===== src/hw/rtl/modem_escape_guard_detector_top_macros.svh =====
// ---------------------------------------------------------------------------
// assertion macros for the escape guard detector
// ---------------------------------------------------------------------------
`ifndef MODEM_ESCAPE_GUARD_DETECTOR_TOP_MACROS_SVH
`define MODEM_ESCAPE_GUARD_DETECTOR_TOP_MACROS_SVH

// same-cycle implication, disabled during reset
`define MEGD_ASSERT_IMPL(lbl, clk, rst, ante, cons) \
  lbl: assert property (@(posedge clk) disable iff (rst) (ante) |-> (cons)) \
    else $error("same-cycle implication failed");

// next-cycle implication, disabled during reset
`define MEGD_ASSERT_NEXT(lbl, clk, rst, ante, cons) \
  lbl: assert property (@(posedge clk) disable iff (rst) (ante) |=> (cons)) \
    else $error("next-cycle implication failed");

`endif


===== src/hw/rtl/megd_pkg.sv =====
// ---------------------------------------------------------------------------
// megd_pkg
// shared types and constants of the escape guard detector
// ---------------------------------------------------------------------------
package megd_pkg;

  localparam int CHAR_W     = 8;
  localparam int TIME_W     = 32;
  localparam int GUARD_W    = 8;
  localparam int CFG_INDEX_W = 2;
  localparam int CFG_DATA_W = 8;

  // register indexes
  localparam logic [CFG_INDEX_W-1:0] REG_GUARD_TIME  = 2'd0;
  localparam logic [CFG_INDEX_W-1:0] REG_ESCAPE_CHAR = 2'd1;

  // reset values of the registers
  localparam logic [GUARD_W-1:0] GUARD_TIME_RESET  = 8'd50;
  localparam logic [CHAR_W-1:0]  ESCAPE_CHAR_RESET = 8'd43;

  // item modes
  localparam logic MODE_CHAR       = 1'b0;
  localparam logic MODE_TIME_CHECK = 1'b1;

  typedef struct packed {
    logic              mode;
    logic [CHAR_W-1:0] char_code;
    logic [TIME_W-1:0] time_now;
  } item_t;

  typedef struct packed {
    logic escape_found;
    logic awaiting_silence;
  } result_t;

  typedef struct packed {
    logic [GUARD_W-1:0] guard_time;
    logic [CHAR_W-1:0]  escape_char;
  } cfg_t;

endpackage


===== src/hw/rtl/megd_cfg.sv =====
// ---------------------------------------------------------------------------
// megd_cfg
// configuration registers: guard time and escape character
// ---------------------------------------------------------------------------
module megd_cfg (
  input  logic                                clk,
  input  logic                                rst,
  input  logic                                wr_en,
  input  logic [megd_pkg::CFG_INDEX_W-1:0]    wr_index,
  input  logic [megd_pkg::CFG_DATA_W-1:0]     wr_data,
  output megd_pkg::cfg_t                      cfg
);

  always_ff @(posedge clk) begin
    if (rst) begin
      cfg.guard_time  <= megd_pkg::GUARD_TIME_RESET;
      cfg.escape_char <= megd_pkg::ESCAPE_CHAR_RESET;
    end else if (wr_en) begin
      case (wr_index)
        megd_pkg::REG_GUARD_TIME:  cfg.guard_time  <= wr_data;
        megd_pkg::REG_ESCAPE_CHAR: cfg.escape_char <= wr_data;
        default: ;
      endcase
    end
  end

endmodule


===== src/hw/rtl/megd_engine.sv =====
// ---------------------------------------------------------------------------
// megd_engine
// escape sequence state and its single-pass update for one request
// ---------------------------------------------------------------------------
module megd_engine (
  input  logic             clk,
  input  logic             rst,
  input  logic             step,
  input  megd_pkg::item_t  item,
  input  megd_pkg::cfg_t   cfg,
  output megd_pkg::result_t result_next
);

  localparam logic [1:0] PH_IDLE  = 2'd0;
  localparam logic [1:0] PH_ONE   = 2'd1;
  localparam logic [1:0] PH_TWO   = 2'd2;
  localparam logic [1:0] PH_THREE = 2'd3;

  localparam int TW = megd_pkg::TIME_W;

  logic [1:0]    phase, phase_next;
  logic [TW-1:0] first_escape_time, first_escape_time_next;
  logic [TW-1:0] deadline_time, deadline_time_next;
  logic [TW-1:0] previous_char_time, previous_char_time_next;
  logic          silence_armed, silence_armed_next;

  logic [TW-1:0] guard;
  logic [TW-1:0] d_window, d_prev, d_deadline;
  logic          esc, in_window, start_ok, reached, check_start, found;

  // guard in 10 ms ticks is twice the 20 ms register value
  assign guard = TW'({cfg.guard_time, 1'b0});

  assign esc        = (item.char_code == cfg.escape_char);
  assign d_window   = item.time_now - (first_escape_time + guard);
  assign d_prev     = item.time_now - (previous_char_time + guard);
  assign d_deadline = item.time_now - deadline_time;
  // serial time compares on the wrapped difference
  assign in_window  = !((d_window != '0) && !d_window[TW-1]);
  assign start_ok   = (d_prev != '0) && !d_prev[TW-1];
  assign reached    = !d_deadline[TW-1];

  always_comb begin
    phase_next              = phase;
    first_escape_time_next  = first_escape_time;
    deadline_time_next      = deadline_time;
    previous_char_time_next = previous_char_time;
    silence_armed_next      = silence_armed;
    check_start             = 1'b0;
    found                   = 1'b0;
    if (item.mode == megd_pkg::MODE_TIME_CHECK) begin
      if (silence_armed && reached) begin
        silence_armed_next = 1'b0;
        phase_next         = PH_IDLE;
        found              = 1'b1;
      end
    end else begin
      case (phase)
        PH_ONE: begin
          phase_next = (esc && in_window) ? PH_TWO : PH_IDLE;
        end
        PH_TWO: begin
          if (esc && in_window) begin
            silence_armed_next = 1'b1;
            deadline_time_next = item.time_now + guard;
            phase_next         = PH_THREE;
          end else begin
            phase_next = PH_IDLE;
          end
        end
        PH_THREE: begin
          // a late character cancels the deadline and is judged as in idle
          silence_armed_next = 1'b0;
          phase_next         = PH_IDLE;
          check_start        = 1'b1;
        end
        default: begin
          phase_next  = PH_IDLE;
          check_start = 1'b1;
        end
      endcase
      if (check_start && esc && start_ok) begin
        first_escape_time_next = item.time_now;
        phase_next             = PH_ONE;
      end
      previous_char_time_next = item.time_now;
    end
  end

  assign result_next.escape_found     = found;
  assign result_next.awaiting_silence = silence_armed_next;

  always_ff @(posedge clk) begin
    if (rst) begin
      phase              <= PH_IDLE;
      first_escape_time  <= '0;
      deadline_time      <= '0;
      previous_char_time <= '0;
      silence_armed      <= 1'b0;
    end else if (step) begin
      phase              <= phase_next;
      first_escape_time  <= first_escape_time_next;
      deadline_time      <= deadline_time_next;
      previous_char_time <= previous_char_time_next;
      silence_armed      <= silence_armed_next;
    end
  end

endmodule


===== src/hw/rtl/modem_escape_guard_detector_top.sv =====
// ---------------------------------------------------------------------------
// modem_escape_guard_detector_top
// guard-time escape sequence detector for a modem character stream
// ---------------------------------------------------------------------------
// each request is a received character or a bare time check; every request
// yields exactly one result, registered when the result side is free. one
// request is taken per cycle unless stalled: the input register feeds a
// single pass of compares and adds on 32-bit times that updates the
// sequence state and loads the result register, so a new request can enter
// while the previous result still waits. the input register stalls only
// when the result register is full and not being taken. configuration
// writes are always accepted and take effect on the next cycle.
`include "modem_escape_guard_detector_top_macros.svh"

module modem_escape_guard_detector_top (
  input  logic                                clk,
  input  logic                                rst,
  // configuration write channel
  input  logic                                cfg_valid,
  output logic                                cfg_ready,
  input  logic [megd_pkg::CFG_INDEX_W-1:0]    cfg_index,
  input  logic [megd_pkg::CFG_DATA_W-1:0]     cfg_data,
  // request channel
  input  logic                                item_valid,
  output logic                                item_ready,
  input  megd_pkg::item_t                     item,
  // result channel
  output logic                                result_valid,
  input  logic                                result_ready,
  output megd_pkg::result_t                   result
);

  megd_pkg::cfg_t    cfg;
  megd_pkg::item_t   item_q;
  megd_pkg::result_t result_next;
  logic              item_q_valid;
  logic              advance;

  // registers take every write, unknown indexes are dropped
  assign cfg_ready = 1'b1;

  megd_cfg u_cfg (
    .clk      (clk),
    .rst      (rst),
    .wr_en    (cfg_valid && cfg_ready),
    .wr_index (cfg_index),
    .wr_data  (cfg_data),
    .cfg      (cfg)
  );

  // the held request moves on whenever the result register can take it
  assign advance    = item_q_valid && (!result_valid || result_ready);
  assign item_ready = !item_q_valid || advance;

  // input register
  always_ff @(posedge clk) begin
    if (rst) begin
      item_q_valid <= 1'b0;
    end else if (item_ready) begin
      item_q_valid <= item_valid;
    end
  end

  always_ff @(posedge clk) begin
    if (item_valid && item_ready) begin
      item_q <= item;
    end
  end

  // sequence state and its update
  megd_engine u_engine (
    .clk         (clk),
    .rst         (rst),
    .step        (advance),
    .item        (item_q),
    .cfg         (cfg),
    .result_next (result_next)
  );

  // result register
  always_ff @(posedge clk) begin
    if (rst) begin
      result_valid <= 1'b0;
    end else if (advance) begin
      result_valid <= 1'b1;
    end else if (result_ready) begin
      result_valid <= 1'b0;
    end
  end

  always_ff @(posedge clk) begin
    if (advance) begin
      result <= result_next;
    end
  end

  // a processed request always lands in the result register
  `MEGD_ASSERT_NEXT(a_advance_fills_result, clk, rst, advance, result_valid)
  // a held request that cannot move stays held
  `MEGD_ASSERT_NEXT(a_stall_keeps_item, clk, rst, item_q_valid && !advance, item_q_valid)
  // reporting the escape always disarms the deadline
  `MEGD_ASSERT_IMPL(a_found_disarms, clk, rst, result_valid && result.escape_found,
                    !result.awaiting_silence)

endmodule

===== config.mk =====
export PLATFORM = sky130hd
export DESIGN_NAME = modem_escape_guard_detector_top
export DESIGN_NICKNAME = d
export VERILOG_FILES = /design/src/hw/rtl/megd_pkg.sv /design/src/hw/rtl/megd_cfg.sv /design/src/hw/rtl/megd_engine.sv /design/src/hw/rtl/modem_escape_guard_detector_top.sv
export VERILOG_INCLUDE_DIRS = /design/src /design/src/hw/rtl
export SDC_FILE = /design/constraint.sdc
export NUM_CORES = 1
export LEC_CHECK = 0
export BUFFER_PORTS_ARGS = -buffer_cell sky130_fd_sc_hd__buf_2
export CAP_MARGIN = 20
export CORE_MARGIN = 5
export CORE_UTILIZATION = 25
export CTS_BUF_LIST = sky130_fd_sc_hd__clkbuf_16
export CTS_CLUSTER_SIZE = 10
export DETAILED_ROUTE_END_ITERATION = 10
export GPL_TIMING_DRIVEN = 0
export HOLD_SLACK_MARGIN = 0.12
export SETUP_SLACK_MARGIN = 0.3
export SYNTH_ARGS = -nofsm -noshare
export SYNTH_HDL_FRONTEND = slang
export SYNTH_HIERARCHICAL = 1
export SYNTH_SLANG_ARGS = --single-unit

===== constraint.sdc =====
create_clock -name clk -period 4.9 [get_ports clk]
set_input_delay 0.735 -clock clk [delete_from_list [all_inputs] [get_ports clk]]
set_output_delay 0.735 -clock clk [all_outputs]
set_load 0.01 [all_outputs]

==> flow_summary.json <==
{
  "avgRoutedWirePerCell_um": 16.8,
  "peakVddDrop_mv": 0.255,
  "hold_viol": 0,
  "clock_sinks": 160,
  "cp_slowest_stage_delay_ns": 0.56,
  "p_leak_nw": 6.63,
  "endpoint_kind": "register",
  "grt_pass1_wl_mm": 64.5,
  "holdPathStages": 1,
  "num-nets-final": 2000,
  "numCtsBuffers": 17,
  "synthArstFlopShare_pct": 0,
  "grt-ovfl-total": 0,
  "tightest_slew_ns": 1.05,
  "grt_pass1_vias": 11800,
  "drt-vias-per-instance": 4.93,
  "dieArea_um2": 58100,
  "dr_total_vias": 12200,
  "synth_most_common_cell": "nand2_1",
  "slew_violations": 0,
  "hold_buffers": 0,
  "r2r_start": "item_q[0]",
  "slew_headroom_pct": 29.3,
  "drt-pass1-iter-count": 7,
  "cts_root_buf": "clkbuf_16",
  "path_clk_slew_ns": 0.07,
  "grt_max_degree": 42,
  "placed_cells": 2386,
  "crit_required_ns": 5.24,
  "synth_flop_cell": "dfxtp_1",
  "final_cells": 2475,
  "place_ws_ns": -0.935,
  "syn2layout_area_growth_pct": 20.2,
  "period_needed_ns": 4.57,
  "ios": 61,
  "syn_area_um2": 13300,
  "final-setup-viol-count": 0,
  "place_congestion": 0.930,
  "r2r.worst_path.cells": 19,
  "netlist.area_leader.share_pct": 17.5,
  "ys_seq_elements": 160,
  "synth_top_area_cell": "dfxtp_1",
  "dp_hpwl_mm": 32.5,
  "row_count": 84,
  "powerDensity_nw_per_um2": 245,
  "worstHoldEndpoint": "item_q[1]",
  "n_fill_cell": 5611,
  "grt_use_total_pct": 14.0,
  "yosysWarningCount": 6,
  "crit_chain": "inv_2 > ha_4 > inv_2 > ha_4 > or2_4 > fa_2 > a21o_4 > a221oi_4 > buf_6 > o311ai_1 > a31oi_1 > buf_4 > xor2_1 > nand2_1 > or4_4 > o311a_4 > buf_12 > buf_12 > mux2i_1",
  "syn-num-nets": 1864,
  "arrival_ns": 4.90,
  "yosysSeqAreaShare_pct": 27.2,
  "synthCells": 1638,
  "cts_max_level": 4,
  "io_buffer_count": 59,
  "cts_tree": "yes",
  "rsz0062_at_grt": "true",
  "post-route-drc-count": 0,
  "clock.fmax_ghz": 0.219,
  "die_w_um": 241,
  "antenna_left": 0,
  "clkLatencyLatePin_ns": 0.45,
  "dieHeight_um": 241,
  "start_util_pct": 25.3,
  "syn_area_per_cell_um2": 8.15,
  "finClkSkew_ns": 0.0108,
  "synth.area.top_cells": "dfxtp_1, ha_1, edfxtp_1",
  "status": "finished, final reports clean",
  "cts_buffer_depth": 2,
  "cp_slowest_cell": "or4_4",
  "r2r_setup_slack_ns": 0.33,
  "hp-class": "in -> reg",
  "cap_viol_max_count": 0,
  "critPathKind": "reg -> reg",
  "total_power_mw": 3.94,
  "drt_iter0_markers": 1082,
  "final_layout_size_suffix_gt1_share_pct": 15.8,
  "crit_path_start_kind": "register",
  "synth.distinct_cells": 100,
  "antenna_found_initial": 0,
  "fin_ws_ns": 0.334,
  "synth_commonest_cells": "nand2_1, inv_1, ha_1, dfxtp_1, a21oi_1",
  "num_antenna_cells": 0,
  "period_share_pct": 93.2,
  "wl_mm": 41.6,
  "hold_start": "item[1]",
  "core_um2": 52800,
  "r2r_end": "u_engine/first_escape_time[23]",
  "synth-edff-count": 43,
  "critPathMaxFanout": 8
}
-- worst max-delay path, delay by kind of cell (launching register included) --
kind / cells / cell delay, ns
AOI/OAI and AO/OA: 5 / 1.36
xor gates and xnor gates: 1 / 0.13
adders and majority gates: 3 / 0.78
buffers and inverters: 6 / 0.77
DFF: 1 / 0.40
muxes: 1 / 0.12
and+or+nand+nor: 3 / 0.87
-- final cells by class --
| type | count | area [µm²] | share of cell area [%] |
|---|---|---|---|
| multi-input combinational | 1191 | 8830 | 55.0 |
| sequential | 160 | 3630 | 22.6 |
| tap | 688 | 861 | 5.36 |
| inverter | 216 | 818 | 5.10 |
| timing repair buffer | 117 | 798 | 4.97 |
| buffer | 71 | 492 | 3.06 |
| clock buffer | 17 | 425 | 2.65 |
| clock inverter | 15 | 193 | 1.20 |
-- routing by layer --
| metal | vias up | part of all wire (%) | track usage [%] |
|---|---|---|---|
| met5 | - | 0 | 0 |
| met4 | 0 | 3.9 | 6.17 |
| met3 | 98 | 4.3 | 1.52 |
| met2 | 364 | 48 | 23.8 |
| met1 | 5834 | 44 | 18.0 |
| li1 | 5913 | - | - |
-- repair_timing --
action	CTS	global route
setup endpoints to repair	68	68
gates cloned	3	0
gates resized for setup	47	73
buffers inserted	28	26
pin swaps	14	32
-- layout by cell type (no fill, tap or decap), types with 24 or more instances in the layout --
cell,instances
edfxtp_1,43
nor3_1,27
nand3_1,34
o21ai_0,53
inv_1,206
mux2i_1,81
nand2_1,257
a21oi_1,106
nor2_1,81
buf_4,56
a21o_1,24
dfxtp_1,117
buf_2,63
ha_1,142
xnor2_1,42
xor2_1,25
clkbuf_1,31
-- flip-flops by register name, summed over array words and instances, names as in the netlist --
signal	count
item_q	41
u_engine/deadline_time	32
u_engine/first_escape_time	32
u_engine/previous_char_time	32
u_cfg/cfg	16
result	2
u_engine/phase	2
item_q_valid	1
result_valid	1
u_engine/silence_armed	1
-- cell families after synthesis --
kind of cell	count (synthesis)	synth area share, %
compound gates	334	16.7
buf+inv	287	9.44
other cells	1	0.0281
flops	160	27.2
simple gates	529	18.5
fa+ha+maj	170	16.9
mux	89	6.78
xor+xnor	68	4.46
-- worst max-delay path by stage --
stage | from | cells after the start | end | slack (ns)
6_report | item_q[0] | 19 | u_engine/first_escape_time[23] | 0.33
5_1_grt | item_q[3] | 17 | u_engine/first_escape_time[3] | 0.24
4_1_cts | item_q[0] | 18 | u_engine/first_escape_time[3] | 0.13
3_5_place_dp | item_q[19] | 16 | u_engine/deadline_time[5] | -0.93
3_3_place_gp | item_q[19] | 16 | u_engine/deadline_time[24] | -0.95
2_1_floorplan | item_q[0] | 17 | u_engine/first_escape_time[1] | 0.31
-- through the flow --
stage          TNS [ns]  utilization, %  hold slack [ns]  cell area, µm²
2_1_floorplan         0               -            0.438           13400
3_3_place_gp     -36.88            27.5            0.444           14500
3_5_place_dp     -39.84            27.5            0.450           14500
4_1_cts               0            29.6            0.418           15600
5_1_grt               0            30.4            0.436           16000
6_report              0            30.4            0.452           16000
-- power by group --
group	internal (mW)	switching (mW)
sequential	1.40	0.0392
clock	0.779	0.641
combinational	0.432	0.652
No activity file was read; power rests on OpenSTA's default activity.
